===== src/rtl/core/mmcfsm_pkg.sv =====
package mmcfsm_pkg;

  localparam int unsigned OpcodeW = 6;
  localparam int unsigned FunctW  = 6;

  localparam logic [OpcodeW-1:0] OP_SPECIAL = 6'h00;
  localparam logic [OpcodeW-1:0] OP_J       = 6'h02;
  localparam logic [OpcodeW-1:0] OP_JAL     = 6'h03;
  localparam logic [OpcodeW-1:0] OP_BEQ     = 6'h04;
  localparam logic [OpcodeW-1:0] OP_BNE     = 6'h05;
  localparam logic [OpcodeW-1:0] OP_ADD_IMM = 6'h09;
  localparam logic [OpcodeW-1:0] OP_SLTI    = 6'h0A;
  localparam logic [OpcodeW-1:0] OP_LTU_IMM = 6'h0B;
  localparam logic [OpcodeW-1:0] OP_ANDI    = 6'h0C;
  localparam logic [OpcodeW-1:0] OP_ORI     = 6'h0D;
  localparam logic [OpcodeW-1:0] OP_XORI    = 6'h0E;
  localparam logic [OpcodeW-1:0] OP_LUI     = 6'h0F;
  localparam logic [OpcodeW-1:0] OP_LW      = 6'h23;
  localparam logic [OpcodeW-1:0] OP_SW      = 6'h2B;

  localparam logic [FunctW-1:0] FN_SLL  = 6'h00;
  localparam logic [FunctW-1:0] FN_SRL  = 6'h02;
  localparam logic [FunctW-1:0] FN_SRA  = 6'h03;
  localparam logic [FunctW-1:0] FN_JR   = 6'h08;
  localparam logic [FunctW-1:0] FN_ADDU = 6'h21;
  localparam logic [FunctW-1:0] FN_SUBU = 6'h23;
  localparam logic [FunctW-1:0] FN_AND  = 6'h24;
  localparam logic [FunctW-1:0] FN_OR   = 6'h25;
  localparam logic [FunctW-1:0] FN_XOR  = 6'h26;
  localparam logic [FunctW-1:0] FN_NOR  = 6'h27;
  localparam logic [FunctW-1:0] FN_SLT  = 6'h2A;
  localparam logic [FunctW-1:0] FN_SLTU = 6'h2B;

  typedef enum logic [1:0] {
    MEM_NONE  = 2'd0,
    MEM_READ  = 2'd1,
    MEM_WRITE = 2'd2
  } mem_access_e;

  typedef enum logic [1:0] {
    SRCB_RT     = 2'd0,
    SRCB_FOUR   = 2'd1,
    SRCB_IMM    = 2'd2,
    SRCB_BRANCH = 2'd3
  } alu_src_b_e;

  typedef enum logic [3:0] {
    ALU_ADD  = 4'd0,
    ALU_SUB  = 4'd1,
    ALU_AND  = 4'd2,
    ALU_OR   = 4'd3,
    ALU_XOR  = 4'd4,
    ALU_NOR  = 4'd5,
    ALU_SLL  = 4'd6,
    ALU_SRL  = 4'd7,
    ALU_SRA  = 4'd8,
    ALU_SLT  = 4'd9,
    ALU_LTU  = 4'd10,
    ALU_EQ   = 4'd11,
    ALU_NEQ  = 4'd12,
    ALU_LUI  = 4'd13
  } alu_op_e;

  typedef enum logic [1:0] {
    PCUPD_NONE = 2'd0,
    PCUPD_ALWAYS = 2'd1,
    PCUPD_COND = 2'd2
  } pc_update_e;

  typedef enum logic [1:0] {
    PCSRC_ALU    = 2'd0,
    PCSRC_ALUOUT = 2'd1,
    PCSRC_JUMP   = 2'd2,
    PCSRC_RS     = 2'd3
  } pc_source_e;

  typedef enum logic [1:0] {
    DEST_RT   = 2'd0,
    DEST_RD   = 2'd1,
    DEST_LINK = 2'd2
  } write_dest_e;

  typedef struct packed {
    logic [1:0] mem_access;
    logic       addr_from_alu;
    logic       alu_src_a;
    logic [1:0] alu_src_b;
    logic [3:0] alu_op;
    logic [1:0] pc_update;
    logic [1:0] pc_source;
    logic       ir_write;
    logic       reg_write;
    logic [1:0] write_dest;
    logic       mem_to_reg;
    logic       sign_extend;
  } ctrl_t;

  function automatic logic [3:0] rtype_alu(input logic [FunctW-1:0] funct);
    logic [3:0] op;
    case (funct)
      FN_SLL:  op = ALU_SLL;
      FN_SRL:  op = ALU_SRL;
      FN_SRA:  op = ALU_SRA;
      FN_ADDU: op = ALU_ADD;
      FN_SUBU: op = ALU_SUB;
      FN_AND:  op = ALU_AND;
      FN_OR:   op = ALU_OR;
      FN_XOR:  op = ALU_XOR;
      FN_NOR:  op = ALU_NOR;
      FN_SLT:  op = ALU_SLT;
      FN_SLTU: op = ALU_LTU;
      default: op = ALU_ADD;
    endcase
    return op;
  endfunction

endpackage


===== src/rtl/core/mmcfsm_if.sv =====
interface mmcfsm_req_if
  import mmcfsm_pkg::*;
();
  logic               valid;
  logic               ready;
  logic [OpcodeW-1:0] opcode;
  logic [FunctW-1:0]  funct;

  modport source (output valid, output opcode, output funct, input ready);
  modport sink   (input valid, input opcode, input funct, output ready);
endinterface

interface mmcfsm_rsp_if;
  logic       valid;
  logic       ready;
  logic [1:0] mem_access;
  logic       addr_from_alu;
  logic       alu_src_a;
  logic [1:0] alu_src_b;
  logic [3:0] alu_op;
  logic [1:0] pc_update;
  logic [1:0] pc_source;
  logic       ir_write;
  logic       reg_write;
  logic [1:0] write_dest;
  logic       mem_to_reg;
  logic       sign_extend;

  modport source (
    output valid, output mem_access, output addr_from_alu, output alu_src_a,
    output alu_src_b, output alu_op, output pc_update, output pc_source,
    output ir_write, output reg_write, output write_dest, output mem_to_reg,
    output sign_extend, input ready
  );
  modport sink (
    input valid, input mem_access, input addr_from_alu, input alu_src_a,
    input alu_src_b, input alu_op, input pc_update, input pc_source,
    input ir_write, input reg_write, input write_dest, input mem_to_reg,
    input sign_extend, output ready
  );
endinterface


===== src/rtl/core/multicycle_mips_control_fsm_unit.sv =====
// Control unit for a multicycle MIPS-I subset datapath. Each request is one
// datapath clock step carrying the instruction's opcode and funct; the unit
// walks fetch, decode, execute, memory and writeback and returns the control
// word for the current step. One request is taken every cycle while the sink
// keeps up; each control word is registered in the output register, and a new
// request is taken while a word waits if the sink takes it in the same cycle.
// The step register advances as each request is taken and resets to fetch.
module multicycle_mips_control_fsm_unit
  import mmcfsm_pkg::*;
(
  input  logic         clk_i,
  input  logic         rst_ni,
  mmcfsm_req_if.sink   req_i,
  mmcfsm_rsp_if.source rsp_o
);

  typedef enum logic [2:0] {
    StFetch  = 3'd0,
    StDecode = 3'd1,
    StExec   = 3'd2,
    StMem    = 3'd3,
    StWb     = 3'd4
  } step_e;

  step_e step_q, step_d;
  ctrl_t word_q, word_d;
  logic  valid_q;
  logic  accept;

  assign req_i.ready = !valid_q || rsp_o.ready;
  assign accept      = req_i.valid && req_i.ready;

  always_comb begin
    word_d = '0;
    step_d = StFetch;
    case (step_q)
      StDecode: begin
        word_d.alu_src_b = SRCB_BRANCH;
        if (req_i.opcode == OP_J || req_i.opcode == OP_JAL) begin
          word_d.pc_update = PCUPD_ALWAYS;
          word_d.pc_source = PCSRC_JUMP;
          if (req_i.opcode == OP_JAL) begin
            word_d.reg_write  = 1'b1;
            word_d.write_dest = DEST_LINK;
          end
        end else begin
          step_d = StExec;
        end
      end
      StExec: begin
        step_d = StWb;
        case (req_i.opcode)
          OP_SPECIAL: begin
            if (req_i.funct == FN_JR) begin
              word_d.pc_update = PCUPD_ALWAYS;
              word_d.pc_source = PCSRC_RS;
              step_d = StFetch;
            end else begin
              word_d.write_dest = DEST_RD;
              word_d.alu_src_a  = 1'b1;
              word_d.alu_src_b  = SRCB_RT;
              word_d.alu_op     = rtype_alu(req_i.funct);
            end
          end
          OP_LW, OP_SW: begin
            word_d.alu_src_a   = 1'b1;
            word_d.alu_src_b   = SRCB_IMM;
            word_d.alu_op      = ALU_ADD;
            word_d.sign_extend = 1'b1;
            step_d = StMem;
          end
          OP_BEQ, OP_BNE: begin
            word_d.alu_src_a   = 1'b1;
            word_d.alu_src_b   = SRCB_RT;
            word_d.alu_op      = (req_i.opcode == OP_BEQ) ? ALU_EQ : ALU_NEQ;
            word_d.pc_update   = PCUPD_COND;
            word_d.pc_source   = PCSRC_ALUOUT;
            word_d.sign_extend = 1'b1;
            step_d = StFetch;
          end
          OP_LUI: begin
            word_d.alu_src_b = SRCB_IMM;
            word_d.alu_op    = ALU_LUI;
          end
          OP_ADD_IMM, OP_SLTI, OP_LTU_IMM, OP_ANDI, OP_ORI, OP_XORI: begin
            word_d.alu_src_a = 1'b1;
            word_d.alu_src_b = SRCB_IMM;
            case (req_i.opcode)
              OP_ADD_IMM: word_d.alu_op = ALU_ADD;
              OP_SLTI:    word_d.alu_op = ALU_SLT;
              OP_LTU_IMM: word_d.alu_op = ALU_LTU;
              OP_ANDI:    word_d.alu_op = ALU_AND;
              OP_ORI:     word_d.alu_op = ALU_OR;
              default:    word_d.alu_op = ALU_XOR;
            endcase
            word_d.sign_extend = (req_i.opcode == OP_ADD_IMM ||
                                  req_i.opcode == OP_SLTI ||
                                  req_i.opcode == OP_LTU_IMM);
          end
          default: step_d = StFetch;
        endcase
      end
      StMem: begin
        if (req_i.opcode == OP_LW) begin
          word_d.mem_access    = MEM_READ;
          word_d.addr_from_alu = 1'b1;
          step_d = StWb;
        end else if (req_i.opcode == OP_SW) begin
          word_d.mem_access    = MEM_WRITE;
          word_d.addr_from_alu = 1'b1;
        end
      end
      StWb: begin
        word_d.reg_write = 1'b1;
        if (req_i.opcode == OP_LW) begin
          word_d.mem_to_reg = 1'b1;
        end else if (req_i.opcode == OP_SPECIAL || req_i.opcode == OP_BEQ ||
                     req_i.opcode == OP_BNE) begin
          word_d.write_dest = DEST_RD;
        end
      end
      default: begin
        word_d.mem_access = MEM_READ;
        word_d.alu_src_b  = SRCB_FOUR;
        word_d.pc_update  = PCUPD_ALWAYS;
        word_d.ir_write   = 1'b1;
        step_d = StDecode;
      end
    endcase
  end

  always_ff @(posedge clk_i or negedge rst_ni) begin
    if (!rst_ni) begin
      step_q  <= StFetch;
      valid_q <= 1'b0;
      word_q  <= '0;
    end else begin
      if (accept) begin
        step_q  <= step_d;
        word_q  <= word_d;
        valid_q <= 1'b1;
      end else if (rsp_o.ready) begin
        valid_q <= 1'b0;
      end
    end
  end

  assign rsp_o.valid         = valid_q;
  assign rsp_o.mem_access    = word_q.mem_access;
  assign rsp_o.addr_from_alu = word_q.addr_from_alu;
  assign rsp_o.alu_src_a     = word_q.alu_src_a;
  assign rsp_o.alu_src_b     = word_q.alu_src_b;
  assign rsp_o.alu_op        = word_q.alu_op;
  assign rsp_o.pc_update     = word_q.pc_update;
  assign rsp_o.pc_source     = word_q.pc_source;
  assign rsp_o.ir_write      = word_q.ir_write;
  assign rsp_o.reg_write     = word_q.reg_write;
  assign rsp_o.write_dest    = word_q.write_dest;
  assign rsp_o.mem_to_reg    = word_q.mem_to_reg;
  assign rsp_o.sign_extend   = word_q.sign_extend;

endmodule

===== src/flat_wrapper.sv =====
// flat-port wrapper written by rule: the top's interface ports become plain ports
module multicycle_mips_control_fsm_unit_flat import mmcfsm_pkg::*;
  (clk_i, rst_ni, req_i_valid, req_i_opcode, req_i_funct, req_i_ready, rsp_o_valid, rsp_o_mem_access, rsp_o_addr_from_alu, rsp_o_alu_src_a, rsp_o_alu_src_b, rsp_o_alu_op, rsp_o_pc_update, rsp_o_pc_source, rsp_o_ir_write, rsp_o_reg_write, rsp_o_write_dest, rsp_o_mem_to_reg, rsp_o_sign_extend, rsp_o_ready);
  mmcfsm_req_if req_i_i ();
  mmcfsm_rsp_if rsp_o_i ();
  input  logic clk_i;
  input  logic rst_ni;
  input wire logic [$bits(req_i_i.valid)-1:0] req_i_valid;
  input wire logic [$bits(req_i_i.opcode)-1:0] req_i_opcode;
  input wire logic [$bits(req_i_i.funct)-1:0] req_i_funct;
  output wire logic [$bits(req_i_i.ready)-1:0] req_i_ready;
  output wire logic [$bits(rsp_o_i.valid)-1:0] rsp_o_valid;
  output wire logic [$bits(rsp_o_i.mem_access)-1:0] rsp_o_mem_access;
  output wire logic [$bits(rsp_o_i.addr_from_alu)-1:0] rsp_o_addr_from_alu;
  output wire logic [$bits(rsp_o_i.alu_src_a)-1:0] rsp_o_alu_src_a;
  output wire logic [$bits(rsp_o_i.alu_src_b)-1:0] rsp_o_alu_src_b;
  output wire logic [$bits(rsp_o_i.alu_op)-1:0] rsp_o_alu_op;
  output wire logic [$bits(rsp_o_i.pc_update)-1:0] rsp_o_pc_update;
  output wire logic [$bits(rsp_o_i.pc_source)-1:0] rsp_o_pc_source;
  output wire logic [$bits(rsp_o_i.ir_write)-1:0] rsp_o_ir_write;
  output wire logic [$bits(rsp_o_i.reg_write)-1:0] rsp_o_reg_write;
  output wire logic [$bits(rsp_o_i.write_dest)-1:0] rsp_o_write_dest;
  output wire logic [$bits(rsp_o_i.mem_to_reg)-1:0] rsp_o_mem_to_reg;
  output wire logic [$bits(rsp_o_i.sign_extend)-1:0] rsp_o_sign_extend;
  input wire logic [$bits(rsp_o_i.ready)-1:0] rsp_o_ready;
  assign req_i_i.valid = req_i_valid;
  assign req_i_i.opcode = req_i_opcode;
  assign req_i_i.funct = req_i_funct;
  assign req_i_ready = req_i_i.ready;
  assign rsp_o_valid = rsp_o_i.valid;
  assign rsp_o_mem_access = rsp_o_i.mem_access;
  assign rsp_o_addr_from_alu = rsp_o_i.addr_from_alu;
  assign rsp_o_alu_src_a = rsp_o_i.alu_src_a;
  assign rsp_o_alu_src_b = rsp_o_i.alu_src_b;
  assign rsp_o_alu_op = rsp_o_i.alu_op;
  assign rsp_o_pc_update = rsp_o_i.pc_update;
  assign rsp_o_pc_source = rsp_o_i.pc_source;
  assign rsp_o_ir_write = rsp_o_i.ir_write;
  assign rsp_o_reg_write = rsp_o_i.reg_write;
  assign rsp_o_write_dest = rsp_o_i.write_dest;
  assign rsp_o_mem_to_reg = rsp_o_i.mem_to_reg;
  assign rsp_o_sign_extend = rsp_o_i.sign_extend;
  assign rsp_o_i.ready = rsp_o_ready;
  multicycle_mips_control_fsm_unit u_core (.clk_i(clk_i), .rst_ni(rst_ni), .req_i(req_i_i), .rsp_o(rsp_o_i));
endmodule

===== config.mk =====
export PLATFORM = sky130hd
export DESIGN_NAME = multicycle_mips_control_fsm_unit_flat
export DESIGN_NICKNAME = d
export VERILOG_FILES = /design/src/rtl/core/mmcfsm_pkg.sv /design/src/rtl/core/mmcfsm_if.sv /design/src/rtl/core/multicycle_mips_control_fsm_unit.sv /design/src/flat_wrapper.sv
export SDC_FILE = /design/constraint.sdc
export NUM_CORES = 1
export LEC_CHECK = 0
export CAP_MARGIN = 20
export CORE_MARGIN = 1
export CORE_UTILIZATION = 40
export CTS_BUF_LIST = sky130_fd_sc_hd__clkbuf_8
export CTS_CLUSTER_DIAMETER = 40
export DETAILED_ROUTE_END_ITERATION = 8
export DONT_BUFFER_PORTS = 1
export PLACE_DENSITY = 0.51
export REMOVE_ABC_BUFFERS = 1
export SLEW_MARGIN = 30
export SYNTH_ARGS = -nofsm -noshare
export SYNTH_HDL_FRONTEND = slang
export SYNTH_SLANG_ARGS = --single-unit

===== constraint.sdc =====
create_clock -name clk_i -period 2.1 [get_ports clk_i]
set_input_delay 0.42 -clock clk_i [delete_from_list [all_inputs] [get_ports clk_i]]
set_output_delay 0.42 -clock clk_i [all_outputs]
set_load 0.005 [all_outputs]

Word level (Yosys, flattened, before mapping)
Index checks and enable logic that the tools add are counted.
{"block": "word_totals", "in_bits": 16, "ff_bits": 24}
{"block": "op_classes", "n_eq_ne": 27, "muxes": 38, "n_reduce_logical": 20}
{"cell": "== test 6 bit (second input constant)", "n": 9}
{"cell": "== test 6 x 4 -> 1 bit (second input constant)", "n": 8}
{"cell": "case mux 4 bit (10 select lines)", "n": 1}
{"cell": "case mux 6 bit (5 select lines)", "n": 1}
{"cell": "2-to-1 mux 3 bit", "n": 9}
{"cell": "== test 6 x 2 -> 1 bit (second input constant)", "n": 4}
{"cell": "case mux 4 bit (5 select lines)", "n": 1}
{"cell": "case mux 2 bit (3 select lines)", "n": 3}
{"cell": "== test 6 x 3 -> 1 bit (second input constant)", "n": 2}
{"cell": "zero test 6 bit", "n": 2}
{"cell": "case mux 3 bit (4 select lines)", "n": 1}
{"cell": "2-to-1 mux 1 bit", "n": 11}
{"cell": "OR reduction 10 bit", "n": 1}
{"cell": "case mux 3 bit (3 select lines)", "n": 1}
{"cell": "case mux 2 bit (2 select lines)", "n": 2}
{"cell": "case mux 4 bit (2 select lines)", "n": 1}
{"cell": "OR reduction 4 bit", "n": 2}
{"cell": "2-to-1 mux 7 bit", "n": 1}
{"cell": "OR reduction 7 bit", "n": 1}
{"cell": "== test 3 x 2 -> 1 bit (second input constant)", "n": 2}
{"cell": "logical OR 1 bit", "n": 6}
{"cell": "case mux 1 bit (2 select lines)", "n": 3}
{"cell": "OR reduction 2 bit", "n": 3}
{"cell": "OR reduction 6 bit", "n": 1}
{"cell": "other kinds (8)", "n": 9}

Longest topological paths before layout
Gate-level depths: netlist of the first run.
{"block": "depth", "ltp_word": 6, "mapped_depth": 6}

Worst setup path after synthesis of the first run
OpenSTA, ideal clock, no wires.
{"block": "synth_timing", "path_type": "input to register", "startpoint": "input port req_i_opcode[0]", "endpoint": "register u_core.word_q, in the netlist u_core.rsp_o.alu_op[0]", "path_stages": 4, "setup_slack_ns": 0.281, "setup_time_ns": 0.076, "path_buffers": 0, "t_arrival_ns": 1.743, "t_required_ns": 2.024, "path_cell_list": "or3_4 > or3_1 > or4b_1 > o21ai_1"}
{"block": "synth_between", "elab_chain_len": 4, "word_cells_on_any_way": 19}
{"item": "start, declared", "line_no": "flat_wrapper.sv:9", "text": "input wire logic [$bits(req_i_i.opcode)-1:0] req_i_opcode;"}
{"item": "== test 6 x 4 -> 1 bit, or another cell as far along", "line_no": "multicycle_mips_control_fsm_unit.sv:52, multicycle_mips_control_fsm_unit.sv:88"}
{"item": "case mux 4 bit (5 select lines), or another cell as far along", "line_no": "multicycle_mips_control_fsm_unit.sv:88", "text": "case (req_i.opcode)"}
{"item": "case mux 6 bit (5 select lines) (*)", "line_no": "multicycle_mips_control_fsm_unit.sv:52", "text": "case (req_i.opcode)"}
{"item": "2-to-1 mux 4 bit (*)", "line_no": "multicycle_mips_control_fsm_unit.sv:36", "text": "case (step_q)"}
{"item": "end signal, assigned", "line_no": "multicycle_mips_control_fsm_unit.sv:140", "text": "word_q <= word_d;"}
{"item": "end, declared", "line_no": "multicycle_mips_control_fsm_unit.sv:26", "text": "ctrl_t word_q, word_d;"}
Mark *: on every way between the ends. The rest lies on a longest branch, timed or not.
A chain may end at the register's enable or synchronous reset.

Worst setup path in the final report of the first run
{"block": "layout_timing", "startpoint": "register u_core.step_q[1]", "endpoint": "register u_core.word_q, in the netlist u_core.rsp_o.alu_op[0]"}
{"block": "layout_between", "elab_chain_len": 2}
{"item": "start, declared", "line_no": "multicycle_mips_control_fsm_unit.sv:25", "text": "step_e step_q, step_d;"}
{"item": "start signal, assigned", "line_no": "multicycle_mips_control_fsm_unit.sv:134", "text": "step_q <= StFetch;"}
{"item": "start signal, assigned", "line_no": "multicycle_mips_control_fsm_unit.sv:139", "text": "step_q <= step_d;"}
{"item": "== test 3 x 2 -> 1 bit", "line_no": "multicycle_mips_control_fsm_unit.sv:36"}
{"item": "2-to-1 mux 4 bit", "line_no": "multicycle_mips_control_fsm_unit.sv:36"}
Every way passes these cells.

==> flow_summary.yaml, run 1 <==
routing:
  wl_per_cell_um: 16.6
  antenna_left: 0
  drc_errors: 0
  drtPass1Iterations: 5
  first_iter_violations: 56
  num_vias: 1313
  vias_per_cell: 6.08
  routed_wl_um: 3590
critical_path:
  path_max_fanout: 9
  path_class: "reg2reg"
  r2r_end: "u_core.rsp_o.alu_op[0]"
  critPathArrivalTime_ns: 1.99
  cp-endpoint: "u_core.rsp_o.alu_op[0]"
  cp-startpoint: "u_core.step_q[1]"
  r2r_cells: 4
  r2r_start: "u_core.step_q[1]"
  cp-end-kind: "flip-flop"
  worstPathRequired_ns: 2.29
  reg2reg_slack_ns: 0.30
  crit_path_start_kind: "flip-flop"
timing:
  fin_crit_ns: 1.80
  hold_viol: 0
  setup_viol_count_final: 0
  rsz0062_at_grt: "false"
  fin_skew_ns: 0.00530
  post-route-period-util: 0.856
  finalSetupTns_ns: 0
  max_freq_mhz: 556
  worst_slack_ns: 0.303
  slew_violations: 0
  relSlewSlack: 0.643
  tightest_slew_ns: 0.536
global_routing:
  grt.total_usage: 0.192
  grt_pass1_wl_um: 6050
  overflow: 0
  grt_max_degree: 32
  first_global_vias: 1255
  antenna_found_initial: 0
floorplan:
  fp.dieH_um: 63.0
  rows: 21
  start_util: 0.432
  fp.dieArea_sq_um: 3970
  design.core.area_sq_um: 3440
  die_x_um: 63.0
  num_io_pins: 38
yosys:
  yosys.cell_types.count: 43
  async_flop_share: 1.00
  synth_edf_count: 0
  yosys-top-cells-area: "dfrtp_1, nand2_1, a21oi_1"
  syn_area_sq_um: 1490
  synth_cells: 175
  ys.flop_type: "dfrtp_1"
  ys_warn_count: 0
  synth_top_cell_area_share: 0.404
  synth_top_cell_by_area: "dfrtp_1"
  synth_seq_area_share: 0.404
  syn_area_per_cell_sq_um: 8.50
  ys_ff_latch: 24
clock_network:
  cts_buffer_depth: 2
  post_cts_buffers: 0
  clkTransAtPathRegs_ns: 0.08
  cts_tree: "built"
  cts_sinks: 24
  h-tree-depth: 1
  root_buffer: "clkbuf_8"
  cts-resized-gates: 0
  clkLatencyLatePin_ns: 0.26
  numCtsBuffers: 3
  hold_buffers: 1
finish:
  layoutNonFillerInstCount: 216
  num-nets-final: 187
  layout_common_cells: "dfrtp_1, nand2_1, nor2_1, a21oi_1, o21ai_0"
  drive_above_1_share: 0.0706
  mostFrequentLayoutCell: "dfrtp_1"
  diodes: 0
  nFillCells: 348
  syn_to_final_growth_pct: 6.56
  largest_register_ff_count: 4
flow_run:
  maxCapViolCount: 0
pwr:
  peakVddDrop_mv: 0.313
  leakagePower_nw: 0.616
  power_density_nw_per_um2: 803
placed_design:
  dp_hpwl_um: 2630
  post-place-ws_ns: 0.200
  numPlacedInstances: 211
  place.port_buffers: 0
  gp_congestion: 0.789
status:
  status: "finished, final reports clean"
min_path:
  hold_class: "in2async"
==> critical path: stages (launching register included) <==
cell and delay [ns]:
dfrtp_1 0.49, nor3b_2 0.33, and4_1 0.28, or4b_1 0.47, o21ai_1 0.15
==> area by class of cell <==
class | count | area (sq um) | area share
sequential | 24 | 601 | 0.379
timing repair buffer | 6 | 42.5 | 0.0268
clock buffer | 4 | 55.1 | 0.0347
inverter | 3 | 11.3 | 0.00710
tap | 46 | 57.6 | 0.0363
multi-input combinational | 133 | 818 | 0.516
==> power by group <==
group	internal [W]	switching (W)
Clock	0.000167	0.000141
Combinational	0.000158	0.000195
Sequential	0.000539	0.0000728
Total	0.000865	0.000409
==> worst min path at each step <==
stage | end | start | depth (start not counted)
final | u_core.rsp_o.mem_to_reg | rst_ni | 1
after global routing | u_core.rsp_o.mem_access[1] | rst_ni | 1
after CTS | u_core.rsp_o.mem_to_reg | req_i_opcode[3] | 1
after detailed placement | u_core.rsp_o.alu_src_b[0] | rst_ni | 0
after global placement | u_core.rsp_o.alu_src_b[0] | rst_ni | 0
after floorplan | u_core.rsp_o.addr_from_alu | rst_ni | 0
==> per-layer routing <==
metal	share of wire	GRT usage	vias up
met5	0	0	-
met4	0.0084	0.0523	0
met3	0.065	0.0474	4
met2	0.42	0.296	51
met1	0.50	0.266	623
li1	-	-	635
==> cells by family (layout without fill, tap and decap cells) <==
group,after synthesis,count (layout),synth area share
DFF,24,24,0.404
xor gates and xnor gates,1,1,0.00589
AOI/OAI and AO/OA,55,55,0.250
muxes,1,1,0.00673
and+or+nand+nor,76,76,0.288
buffers and inverters,18,13,0.0463
==> metrics by stage <==
stage / power, W / instance area [sq um] / util / hold slack [ns]
final: 0.00127 / 1590 / 0.461 / 0.128
after global routing: 0.00135 / 1590 / 0.461 / 0.164
after CTS: 0.00129 / 1590 / 0.462 / 0.242
after detailed placement: 0.000963 / 1530 / 0.443 / 0.125
after global placement: 0.000963 / 1530 / 0.443 / 0.125
after floorplan: 0.000862 / 1430 / - / 0.124
==> synth_stat cells, types with 3 or more instances <==
library cell and number:
a22o_1 3, inv_1 3, clkbuf_1 14, or3_1 5
dfrtp_1 24, nand2_1 21, o21ai_0 10, and2_1 3
o32ai_1 4, a31oi_1 5, nand2b_1 8, o31ai_1 3
nor2b_1 5, nor2_1 12, nand3_1 3, nor3b_1 4
a21oi_1 12
Note: power is estimated with default switching activity, not from simulation.
==> run 2: changes to the inputs <==
- CORE_ASPECT_RATIO: unset -> 2
- PLACE_DENSITY: 0.51 -> unset
==> run 2 against run 1 <==
Count of clock-buffer cells in the layout fell by 1. Sequential share of layout area decreased by 0.47 points. Register-to-register slack barely moved. Power up 9.0%. Clock skew down 0.00077 ns. Fmax rose by 0.82%. First-iteration DRC count decreased by 25%. Non-clock buffer count did not move. Sequential power is 0.8% higher.
==> flow_summary.yaml, run 2 (same netlist as run 1, synthesis figures left out) <==
finish:
  num-nets-final: 187
  mostFrequentLayoutCell: "dfrtp_1"
  final_area_sq_um: 1610
  drive_above_1_share: 0.0706
  largest_register_ff_count: 4
  layout_common_cells: "dfrtp_1, nand2_1, nor2_1, a21oi_1, o21ai_0"
  layoutNonFillerInstCount: 219
  diodes: 0
  nFillCells: 384
  final_core_util: 0.450
  syn_to_final_growth_pct: 7.91
global_routing:
  grt_pass1_wl_um: 6270
  antenna_found_initial: 0
  grt_max_degree: 32
  grt.total_usage: 0.216
  overflow: 0
  first_global_vias: 1288
clock_network:
  root_buffer: "clkbuf_8"
  clkTransAtPathRegs_ns: 0.09
  h-tree-depth: 1
  clkLatencyLatePin_ns: 0.27
  cts_tree: "built"
  cts-resized-gates: 0
  cts_buffer_depth: 2
  cts_sinks: 24
  numCtsBuffers: 3
timing:
  finalSetupTns_ns: 0
  fin_crit_ns: 1.78
  slew_violations: 0
  max_freq_mhz: 561
  tightest_slew_ns: 0.528
  fin_skew_ns: 0.00453
  relSlewSlack: 0.648
  post-route-period-util: 0.849
  hold_viol: 0
  worst_slack_ns: 0.318
  setup_viol_count_final: 0
  rsz0062_at_grt: "false"
routing:
  wl_per_cell_um: 18.1
  antenna_left: 0
  vias_per_cell: 6.22
  drtPass1Iterations: 4
  num_vias: 1362
  first_iter_violations: 42
  routed_wl_um: 3960
  drc_errors: 0
floorplan:
  fp.dieH_um: 88.2
  start_util: 0.417
  rows: 31
  die_x_um: 45.1
  num_io_pins: 38
  fp.dieArea_sq_um: 3980
  design.core.area_sq_um: 3570
min_path:
  hold_class: "in2async"
critical_path:
  critPathArrivalTime_ns: 1.98
  path_class: "reg2reg"
  reg2reg_slack_ns: 0.32
  cp-end-kind: "flip-flop"
  path_max_fanout: 9
  crit_path_start_kind: "flip-flop"
  worstPathRequired_ns: 2.30
  r2r_cells: 4
placed_design:
  gp_congestion: 0.805
  place_area_sq_um: 1530
  dp_hpwl_um: 3010
  post-place-ws_ns: 0.188
  place.port_buffers: 0
  numPlacedInstances: 214
pwr:
  leakagePower_nw: 0.623
  power_density_nw_per_um2: 864
  peakVddDrop_mv: 0.456
flow_run:
  maxCapViolCount: 0
status:
  status: "finished, final reports clean"
==> run 2: cell count changes in the layout (fill, tap and decap cells not counted), sizes merged <==
cell,before,now
bufinv,0,1
clkbuf,4,3
==> run 2: metal layers <==
layer / part of all wire / routed length, um / global-route usage
met1: 0.35 / 1370 / 0.228
met2: 0.55 / 2180 / 0.373
met3: 0.054 / 215 / 0.0408
met4: 0.050 / 199 / 0.140
met5: 0 / 0 / 0
==> run 2: final timing paths <==
| check | start | to |
|---|---|---|
| worst min-delay path | rst_ni | u_core.rsp_o.alu_src_b[1] |
| max in group asynchronous | rst_ni | u_core.rsp_o.pc_update[0] |
| worst min register to register | u_core.rsp_o.write_dest[0] | u_core.rsp_o.write_dest[0] |
| worst max-delay path | u_core.step_q[1] | u_core.rsp_o.alu_op[0] |
| worst max register to register | u_core.step_q[1] | u_core.rsp_o.alu_op[0] |
| min in group clk_i | req_i_opcode[3] | u_core.rsp_o.mem_to_reg |
==> run 2: worst max-delay path, stage by stage, from the launching register on <==
cell and delay [ns]:
dfrtp_1 0.50, nor3b_2 0.33, and4_1 0.27, or4b_1 0.46, o21ai_1 0.15
==> run 2: final cells by class <==
class	count	area, sq um	share of cell area
multi-input combinational	133	818	0.510
tap	49	61.3	0.0382
timing repair buffer	6	42.5	0.0265
sequential	24	601	0.374
clock inverter	1	30.0	0.0187
inverter	3	11.3	0.00701
clock buffer	3	41.3	0.0257
==> run 2: what timing repair did <==
action,in CTS,in global routing
hold endpoints to repair,24,0
buffers inserted,0,0
hold buffers,1,0
endpoints found under the setup margin,0,0
==> run 2: power by group <==
part / switching, W / internal [W] / total, W
Clock: 0.000159 / 0.000255 / 0.000414
Combinational: 0.000198 / 0.000158 / 0.000356
Sequential: 0.0000773 / 0.000539 / 0.000617
==> run 2: per-stage QoR <==
stage | total power, W | hold slack (ns)
3_5_place_dp | 0.000972 | 0.125
3_3_place_gp | 0.000963 | 0.125
4_1_cts | 0.00139 | 0.236
6_report | 0.00139 | 0.111
2_1_floorplan | 0.000862 | 0.124
5_1_grt | 0.00146 | 0.146
